### config.mk
export PLATFORM = sky130hd
export DESIGN_NAME = eller_maze_row_generator
export DESIGN_NICKNAME = d
export VERILOG_FILES = /design/src/emr_pkg.sv /design/src/eller_maze_row_generator.sv /design/src/emr_label_unit.sv /design/src/emr_seq.sv
export SDC_FILE = /design/constraint.sdc
export NUM_CORES = 1
export LEC_CHECK = 0
export BUFFER_PORTS_ARGS = -buffer_cell sky130_fd_sc_hd__clkbuf_2
export CAP_MARGIN = 5
export CORE_MARGIN = 2
export CORE_UTILIZATION = 40
export DETAILED_ROUTE_END_ITERATION = 16
export SYNTH_ARGS = -nofsm -noshare
export SYNTH_HDL_FRONTEND = slang
export SYNTH_HIERARCHICAL = 1
export SYNTH_SLANG_ARGS = --single-unit
### constraint.sdc
create_clock -name clk -period 7.05 [get_ports clk]
set_clock_uncertainty 0.15 [all_clocks]
set_input_delay 0.3525 -clock clk [delete_from_list [all_inputs] [get_ports clk]]
set_output_delay 0.3525 -clock clk [all_outputs]
set_load 0.005 [all_outputs]
### src/emr_pkg.sv
// Package with shared types and constants for the Eller maze row generator.
`timescale 1ns / 1ps

package emr_pkg;

  localparam int MAX_CELLS = 32;
  localparam int IDX_W = 5;
  localparam int LABEL_W = 5;
  localparam int ROW_CELLS_DEFAULT = 32;

  typedef struct packed {
    logic [MAX_CELLS-2:0] join_bits;
    logic [MAX_CELLS-1:0] down_bits;
    logic                 first_row;
    logic                 final_row;
  } item_word_t;

  typedef struct packed {
    logic [MAX_CELLS-1:0] right_walls;
    logic [MAX_CELLS-1:0] bottom_walls;
    logic                 maze_done;
  } row_word_t;

  typedef enum logic [1:0] {
    CMD_NONE,
    CMD_START,
    CMD_FORM,
    CMD_JOIN
  } lab_cmd_t;

  typedef struct packed {
    lab_cmd_t         cmd;
    logic [IDX_W-1:0] idx;
    logic             carried;
    logic             join_take;
  } lab_ctrl_t;

  typedef struct packed {
    logic                 differ;
    logic [MAX_CELLS-1:0] leader;
  } lab_stat_t;

endpackage

### src/eller_maze_row_generator.sv
// Top level of the Eller maze row generator.
// After an item word is taken, the row is formed in S_FORM, joined in S_JOIN and registered in S_DONE.
// Items are taken only in S_IDLE; the single label compare and merge unit
// forms the row one cell per cycle and then tries one join per cycle.
// Reset: every cell holds its own set label and no cell is carried down.
// A finished row waits in the output register while the next item word is accepted.
`timescale 1ns / 1ps

module eller_maze_row_generator #(
  parameter int ROW_CELLS = emr_pkg::ROW_CELLS_DEFAULT
) (
  input  logic                clk,
  input  logic                rst,
  input  logic                item_valid,
  output logic                item_stall,
  input  emr_pkg::item_word_t item,
  output logic                row_valid,
  input  logic                row_stall,
  output emr_pkg::row_word_t  row
);
  import emr_pkg::*;

  localparam int CELLS = (ROW_CELLS < 2) ? 2 : ((ROW_CELLS > MAX_CELLS) ? MAX_CELLS : ROW_CELLS);
  localparam logic [MAX_CELLS:0] ONE_WIDE = 1;
  localparam logic [MAX_CELLS-1:0] ROW_MASK = MAX_CELLS'((ONE_WIDE << CELLS) - 1);

  lab_ctrl_t ctrl;
  lab_stat_t stat;

  emr_seq #(
    .CELLS(CELLS)
  ) u_seq (
    .clk(clk),
    .rst(rst),
    .item_valid(item_valid),
    .item_stall(item_stall),
    .item(item),
    .row_valid(row_valid),
    .row_stall(row_stall),
    .row(row),
    .ctrl(ctrl),
    .stat(stat)
  );

  emr_label_unit u_label (
    .clk(clk),
    .rst(rst),
    .ctrl(ctrl),
    .stat(stat)
  );

  a_outside_row_clear: assert property (@(posedge clk) disable iff (rst)
    row_valid |-> ((row.right_walls & ~ROW_MASK) == '0) && ((row.bottom_walls & ~ROW_MASK) == '0))
    else $error("Wall bits set outside the row.");

  a_last_cell_right_wall: assert property (@(posedge clk) disable iff (rst)
    row_valid |-> row.right_walls[CELLS-1])
    else $error("Rightmost cell lacks its right wall.");

  a_final_row_closed: assert property (@(posedge clk) disable iff (rst)
    row_valid && row.maze_done |-> row.bottom_walls == ROW_MASK)
    else $error("Final row has a downward opening.");

  a_busy_after_accept: assert property (@(posedge clk) disable iff (rst)
    item_valid && !item_stall |=> item_stall)
    else $error("Item accepted while the previous one is still in work.");

endmodule

### src/emr_label_unit.sv
// Set label store with the shared compare and merge unit for row formation and joins.
`timescale 1ns / 1ps

module emr_label_unit (
  input  logic              clk,
  input  logic              rst,
  input  emr_pkg::lab_ctrl_t ctrl,
  output emr_pkg::lab_stat_t stat
);
  import emr_pkg::*;

  logic [LABEL_W-1:0] labels [MAX_CELLS];
  logic [LABEL_W-1:0] first_of [MAX_CELLS];
  logic [MAX_CELLS-1:0] seen;
  logic [IDX_W-1:0] idx_right;
  logic [LABEL_W-1:0] lab_a;
  logic [LABEL_W-1:0] lab_b;
  logic [LABEL_W-1:0] keep;
  logic [LABEL_W-1:0] gone;
  logic do_merge;

  always_comb begin
    idx_right = ctrl.idx + IDX_W'(1);
    lab_a = labels[ctrl.idx];
    lab_b = labels[idx_right];
    keep = (lab_a < lab_b) ? lab_a : lab_b;
    gone = (lab_a < lab_b) ? lab_b : lab_a;
    do_merge = (ctrl.cmd == CMD_JOIN) && ctrl.join_take && (lab_a != lab_b);
    stat.differ = (lab_a != lab_b);
    for (int i = 0; i < MAX_CELLS; i++) begin
      stat.leader[i] = (labels[i] == LABEL_W'(i));
    end
  end

  always_ff @(posedge clk) begin
    if (rst) begin
      for (int i = 0; i < MAX_CELLS; i++) begin
        labels[i] <= LABEL_W'(i);
      end
      seen <= '0;
    end else begin
      case (ctrl.cmd)
        CMD_START: begin
          seen <= '0;
        end
        CMD_FORM: begin
          if (ctrl.carried && seen[lab_a]) begin
            labels[ctrl.idx] <= first_of[lab_a];
          end else begin
            labels[ctrl.idx] <= ctrl.idx;
            if (ctrl.carried) begin
              seen[lab_a] <= 1'b1;
            end
          end
        end
        CMD_JOIN: begin
          if (do_merge) begin
            for (int i = 0; i < MAX_CELLS; i++) begin
              if (labels[i] == gone) begin
                labels[i] <= keep;
              end
            end
          end
        end
        default: begin
        end
      endcase
    end
  end

  always_ff @(posedge clk) begin
    if (ctrl.cmd == CMD_FORM && ctrl.carried && !seen[lab_a]) begin
      first_of[lab_a] <= ctrl.idx;
    end
  end

endmodule

### src/emr_seq.sv
// Sequencer that steps the label unit over the row and builds the wall words.
`timescale 1ns / 1ps

module emr_seq #(
  parameter int CELLS = emr_pkg::ROW_CELLS_DEFAULT
) (
  input  logic                clk,
  input  logic                rst,
  input  logic                item_valid,
  output logic                item_stall,
  input  emr_pkg::item_word_t item,
  output logic                row_valid,
  input  logic                row_stall,
  output emr_pkg::row_word_t  row,
  output emr_pkg::lab_ctrl_t  ctrl,
  input  emr_pkg::lab_stat_t  stat
);
  import emr_pkg::*;

  localparam logic [MAX_CELLS:0] ONE_WIDE = 1;
  localparam logic [MAX_CELLS-1:0] ROW_MASK = MAX_CELLS'((ONE_WIDE << CELLS) - 1);
  localparam logic [IDX_W-1:0] LAST_IDX = IDX_W'(CELLS - 1);
  localparam logic [IDX_W-1:0] JOIN_LAST = IDX_W'(CELLS - 2);

  typedef enum logic [1:0] {
    S_IDLE,
    S_FORM,
    S_JOIN,
    S_DONE
  } state_t;

  state_t state;
  item_word_t cur;
  logic [IDX_W-1:0] idx;
  logic [MAX_CELLS-1:0] right;
  logic [MAX_CELLS-1:0] carried_down;
  logic [MAX_CELLS-1:0] join_ext;
  logic [MAX_CELLS-1:0] open_mask;
  logic merged;

  assign item_stall = (state != S_IDLE);

  always_comb begin
    join_ext = {1'b0, cur.join_bits};
    ctrl.idx = idx;
    ctrl.carried = carried_down[idx] & ~cur.first_row;
    ctrl.join_take = cur.final_row | join_ext[idx];
    case (state)
      S_IDLE: ctrl.cmd = item_valid ? CMD_START : CMD_NONE;
      S_FORM: ctrl.cmd = CMD_FORM;
      S_JOIN: ctrl.cmd = CMD_JOIN;
      default: ctrl.cmd = CMD_NONE;
    endcase
    merged = (state == S_JOIN) && ctrl.join_take && stat.differ;
    open_mask = (stat.leader | cur.down_bits) & ROW_MASK;
  end

  always_ff @(posedge clk) begin
    if (rst) begin
      state <= S_IDLE;
      row_valid <= 1'b0;
      carried_down <= '0;
      idx <= '0;
    end else begin
      if (row_valid && !row_stall && state != S_DONE) begin
        row_valid <= 1'b0;
      end
      case (state)
        S_IDLE: begin
          if (item_valid) begin
            cur <= item;
            idx <= '0;
            right <= ROW_MASK;
            state <= S_FORM;
          end
        end
        S_FORM: begin
          if (idx == LAST_IDX) begin
            idx <= '0;
            state <= S_JOIN;
          end else begin
            idx <= idx + IDX_W'(1);
          end
        end
        S_JOIN: begin
          if (merged) begin
            right[idx] <= 1'b0;
          end
          if (idx == JOIN_LAST) begin
            state <= S_DONE;
          end else begin
            idx <= idx + IDX_W'(1);
          end
        end
        S_DONE: begin
          if (!row_valid || !row_stall) begin
            row.right_walls <= right;
            row.bottom_walls <= cur.final_row ? ROW_MASK : (ROW_MASK & ~open_mask);
            row.maze_done <= cur.final_row;
            row_valid <= 1'b1;
            carried_down <= cur.final_row ? '0 : open_mask;
            state <= S_IDLE;
          end
        end
        default: begin
          state <= S_IDLE;
        end
      endcase
    end
  end

endmodule

## After elaboration in Yosys (flattened, before gate mapping)

Memories as Yosys holds them, arrays and structs flattened. A register that Yosys moved wholly into a read port is not among the register bits.
Cells that the tools add are included.
W data, S select, Z words.

- Word-level logic and storage cells: 416
- Memory bits (writable): 320
- Output and inout port bits: 67
- Memories: 2
- Bits in registers: 234

- $lt $le $gt $ge: 5
- Add/sub/neg operators: 1
- Bitwise operators: 42
- Mux-type cells: 243
- Equal/unequal tests: 81
- Reduce and logical (&&, ||, !) cells: 29

Memories:

| name | depth | bits a word | rd ports | clocked after memory_dff | write ports | line | RTL |
|---|---|---|---|---|---|---|---|
| u_label.first_of | 32 | 5 | 1 | 0 | 1 | emr_label_unit.sv:13 | `logic [LABEL_W-1:0] first_of [MAX_CELLS];` |
| u_label.labels | 32 | 5 | 34 | 1 | 32 | emr_label_unit.sv:12 | `logic [LABEL_W-1:0] labels [MAX_CELLS];` |

Operator list:

| kind | number |
|---|---|
| $mux W5 | 42 |
| $mux W1 | 182 |
| $eq A5 B5 Y1 | 32 |
| $mux W32 | 5 |
| $pmux W32 S2 | 2 |
| $eq A5 B5 Y1 const B | 18 |
| $not A32 Y32 | 2 |
| $or A32 B32 Y32 | 2 |
| $eq A5 B4 Y1 const B | 8 |
| $or A1 B1 Y1 | 34 |
| $and A32 B32 Y32 | 1 |
| $eq A5 B3 Y1 const B | 4 |
| $bmux W1 S5 | 3 |
| $pmux W5 S3 | 1 |
| $lt A5 B6 Y1 const B | 2 |
| $reduce_and A3 Y1 | 4 |
| $logic_and A1 B1 Y1 | 11 |
| $demux W1 S5 | 2 |
| $eq A5 B2 Y1 const B | 2 |
| $ge A5 B1 Y1 const B | 2 |
| $ne A2 B2 Y1 const B | 5 |
| $eq A2 B2 Y1 const B | 4 |
| $mux W2 | 4 |
| $ne A2 B1 Y1 const B | 4 |
| 18 further kinds | 25 |

## Longest topological paths before layout

An unclocked memory read counts as a cell.

- Depth in word-level cells: 12
- Gate-level depth with buffers: 22
- Mapped depth without buffers: 16

## By module

Netlist, hierarchy kept.

Modules (own cells, without submodules):

| module | times used | sequential area each (µm²) | cells an instance | area an instance (µm²) |
|---|---|---|---|---|
| emr_label_unit | 1 | 10,249.8 | 1,729 | 20,960.1 |
| emr_seq | 1 | 5,665.4 | 555 | 7,756.2 |

## Worst setup path before layout

Ideal clock, no wire load.

- Path type: reg-to-reg
- Start: register u_seq.idx[0]
- End: memory u_label.labels[0][0] (enable)
- Data arrival time: 6.137 ns
- Period minus slack after synthesis: 6.598 ns
- Setup time: 0.311 ns
- Path buffers: 6
- Slack: 0.452 ns
- Stages on the path, launching flop included: 21
- Path through: dfxtp_1 -> buf_2 -> buf_2 -> buf_2 -> inv_1 -> ha_1 -> clkbuf_1 -> buf_2 -> mux4_2 -> mux4_1 -> mux2i_1 -> ha_1 -> a21o_1 -> a21oi_1 -> nand2_1 -> mux2i_2 -> buf_4 -> xnor2_1 -> nand3_1 -> nor3_1 -> a211o_1

RTL lines:

| what | line | RTL |
|---|---|---|
| start, declared | emr_seq.sv:34 | `logic [IDX_W-1:0] idx;` |
| start signal, assigned | emr_seq.sv:82 | `idx <= idx + IDX_W'(1);` |
| start signal, assigned | emr_seq.sv:92 | `idx <= idx + IDX_W'(1);` |
| end, declared | emr_label_unit.sv:12 |  |

==> results.json <==
{
  "status": "completed",
  "placed_cells": 3296,
  "drc": 0,
  "ys_async_sr_fraction_pct": 0,
  "regToRegSetupSlack_ns": 0.63,
  "syn-cell-area_mm2": 0.0287,
  "grt_max_degree": 119,
  "die_x_um": 272,
  "critPathLaunch": "u_seq/idx[0]",
  "max_freq_mhz": 156,
  "r2r_start": "u_seq/idx[0]",
  "dp_hpwl_um": 65800,
  "crit_path_end_kind": "flop",
  "nets": 2560,
  "route.met2.wl_um": 42600,
  "ir_worst_vdd_uv": 577,
  "yosysUniqueCellTypes": 96,
  "cts_tree": "done",
  "synth_edf_count": 482,
  "io_pins": 136,
  "grt_pass1_wl_um": 137000,
  "ys_warn_count": 6,
  "r2r.worst_path.cells": 14,
  "antenna_found_initial": 1,
  "tightest_slew_ns": 1.26,
  "wirelength_um": 94200,
  "grt.overflow.total": 0,
  "synth.ff_latch_count": 554,
  "die_h_um": 272,
  "finalCritPeriodShare_pct": 91.0,
  "setup_tns_ns": 0,
  "grt_pass1_vias": 20400,
  "area_growth_pct": 15.3,
  "synth-seq-area-share_pct": 55.4,
  "final-setup-viol-count": 0,
  "wl_met3_um": 8210,
  "htreeDepth": 2,
  "syn_inst": 2284,
  "dieArea_mm2": 0.0739,
  "leakage_nw": 11.2,
  "dr.pass1.iters": 8,
  "powerDensity_mw_per_mm2": 449,
  "critPathArrivalTime_ns": 6.63,
  "clockBufferDepth": 3,
  "fp.coreArea_mm2": 0.0712,
  "cts_resized": 0,
  "gp_congestion": 0.968,
  "wl_met1_um": 39300,
  "max_slew_margin_pct": 15.3,
  "hp-class": "input pin to flop",
  "maxCapViolCount": 0,
  "drt_first_iter_violations": 2691,
  "dr.max_layer_used": "met4",
  "clk_pin_slew_worst_paths_ns": 0.06,
  "crit_required_ns": 7.26,
  "avgSynthCellArea_um2": 12.6,
  "dp_slack_ns": 0.679,
  "io_buffers": 135,
  "num_rows": 98,
  "hold_viol": 0,
  "final_cells": 3475,
  "ys_dominant_reg_cell": "edfxtp_1",
  "worst_slack_ns": 0.634,
  "critPathLaunchType": "flop",
  "clk_latency_ns": 0.65,
  "cp-endpoint": "u_label/labels[27][1]",
  "rsz0062_at_grt": "false",
  "final_cell_mix": "482 x edfxtp_1, 239 x nor2_1, 202 x mux2i_1, 165 x nand2_1, 138 x clkbuf_2",
  "cts-root-buf": "clkbuf_16",
  "ant_nets": 0,
  "final_common_cell": "edfxtp_1",
  "vias": 21200,
  "cts_made_buffers": 59,
  "syn-num-nets": 2371,
  "critPathMaxFanout": 118,
  "viasPerCell": 6.09,
  "crit_type": "flop to flop",
  "start_util_pct": 40.3,
  "cts.sinks": 554,
  "rr_endpoint": "u_label/labels[27][1]",
  "grt_usage_pct": 24.9,
  "layout_min_cycle_time_ns": 6.42,
  "drive_gt1_share_pct": 17.1,
  "drv_slew": 0,
  "wire_per_inst_um": 27.1
}
[cells by family after synthesis]
logic type,share of synthesized area (%)
compound gates,10.3
xor+xnor,5.06
fa+ha+maj,0.784
buf+inv,3.33
flops,55.4
mux,13.8
simple gates,11.3
[what timing repair did]
| item | in CTS | in global routing |
|---|---|---|
| setup endpoints to repair | 0 | 0 |
| hold endpoints to repair | 66 | 0 |
| hold buffers | 66 | 0 |
| setup buffers | 0 | 0 |
[synthesized netlist by cell type (7+ instances only)]
master	n	area share [%]
inv_1	22	0.29
a311o_1	15	0.52
nor2_1	241	3.2
o21bai_1	32	0.84
and2_1	10	0.22
a31oi_1	16	0.35
and4_1	8	0.24
nor4_1	42	0.91
a2111oi_0	7	0.21
a22o_1	49	1.5
o22ai_1	55	1.2
mux2_2	28	1.1
o31ai_1	33	0.86
o21ai_0	22	0.38
buf_6	24	0.94
a22oi_1	33	0.86
nand2b_1	11	0.24
buf_4	23	0.60
nand4b_1	10	0.30
or3_1	7	0.15
buf_1	9	0.12
edfxtp_1	482	50
nand3_1	57	0.99
xor2_1	88	2.7
a21oi_1	54	0.94
xnor2_1	76	2.3
nor2b_1	8	0.17
ha_1	18	0.78
nor3_1	56	0.98
a211o_1	11	0.34
mux2i_1	202	7.0
a21o_1	16	0.42
clkbuf_1	47	0.61
dfxtp_1	72	5.0
buf_2	38	0.66
mux4_2	51	4.0
a211oi_1	11	0.29
nand2_1	166	2.2
nand4_1	12	0.26
mux4_1	11	1.0
[worst min-delay path by stage]
stage / from / to / depth (start not counted)
2_1_floorplan: u_label/seen[0] / u_label/seen[0] / 2
4_1_cts: rst / u_seq/cur[3] / 2
3_5_place_dp: u_seq/right[0] / u_seq/row[33] / 0
3_3_place_gp: u_label/seen[7] / u_label/seen[7] / 2
5_1_grt: rst / u_seq/cur[2] / 2
6_report: rst / u_seq/cur[2] / 2
[through the flow]
stage	hold slack [ns]	power (W)	util [%]	instance area, um2
after floorplan	0.268	0.00901	-	28700
after global placement	0.277	0.0114	42.7	30500
after detailed placement	0.289	0.0115	42.7	30500
after CTS	0.00531	0.0147	46.5	33100
after global routing	0.0257	0.0154	46.5	33100
final	0.0188	0.0149	46.5	33100
[where the power goes]
| part | internal [W] | switching [W] |
|---|---|---|
| combinational | 0.00250 | 0.00471 |
| clock | 0.00189 | 0.00131 |
| sequential | 0.00405 | 0.000405 |
[area by class of cell]
type	instances	area (um2)
timing repair buffer	269	1960
clock inverter	32	362
inverter	27	114
sequential	554	15900
antenna	1	2.50
multi-input combinational	1562	11900
fill	6352	38100
tap	950	1190
clock buffer	80	1640
[registers in the layout (all words and copies together), names as in the netlist]
signal	flops
u_seq/idx	5
u_seq/right	32
u_seq/carried_down	32
u_seq/row_valid	1
u_seq/cur	65
u_seq/row	65
u_label/seen	32
u_label/first_of	160
u_seq/state	2
u_label/labels	160
[metal layers]
layer  vias to the layer above  track usage (%)
li1                       9173                -
met1                     10600             34.6
met2                      1213             38.7
met3                       220             4.16
met4                         0             10.4
met5                         -                0
[worst max-delay path: stages (launching register included)]
cell      delay, ns
dfxtp_4        0.35
buf_12         0.25
ha_1           0.43
xnor2_2        0.71
mux4_1         0.71
mux2i_1        0.50
ha_1           0.35
a21o_1         0.16
a21oi_1        0.16
nand2_1        0.30
buf_4          0.31
o21ai_1        0.87
nand2b_1       0.55
nor2_1         0.21
nor3_1         0.07
Note: power is estimated with default switching activity, not from simulation.
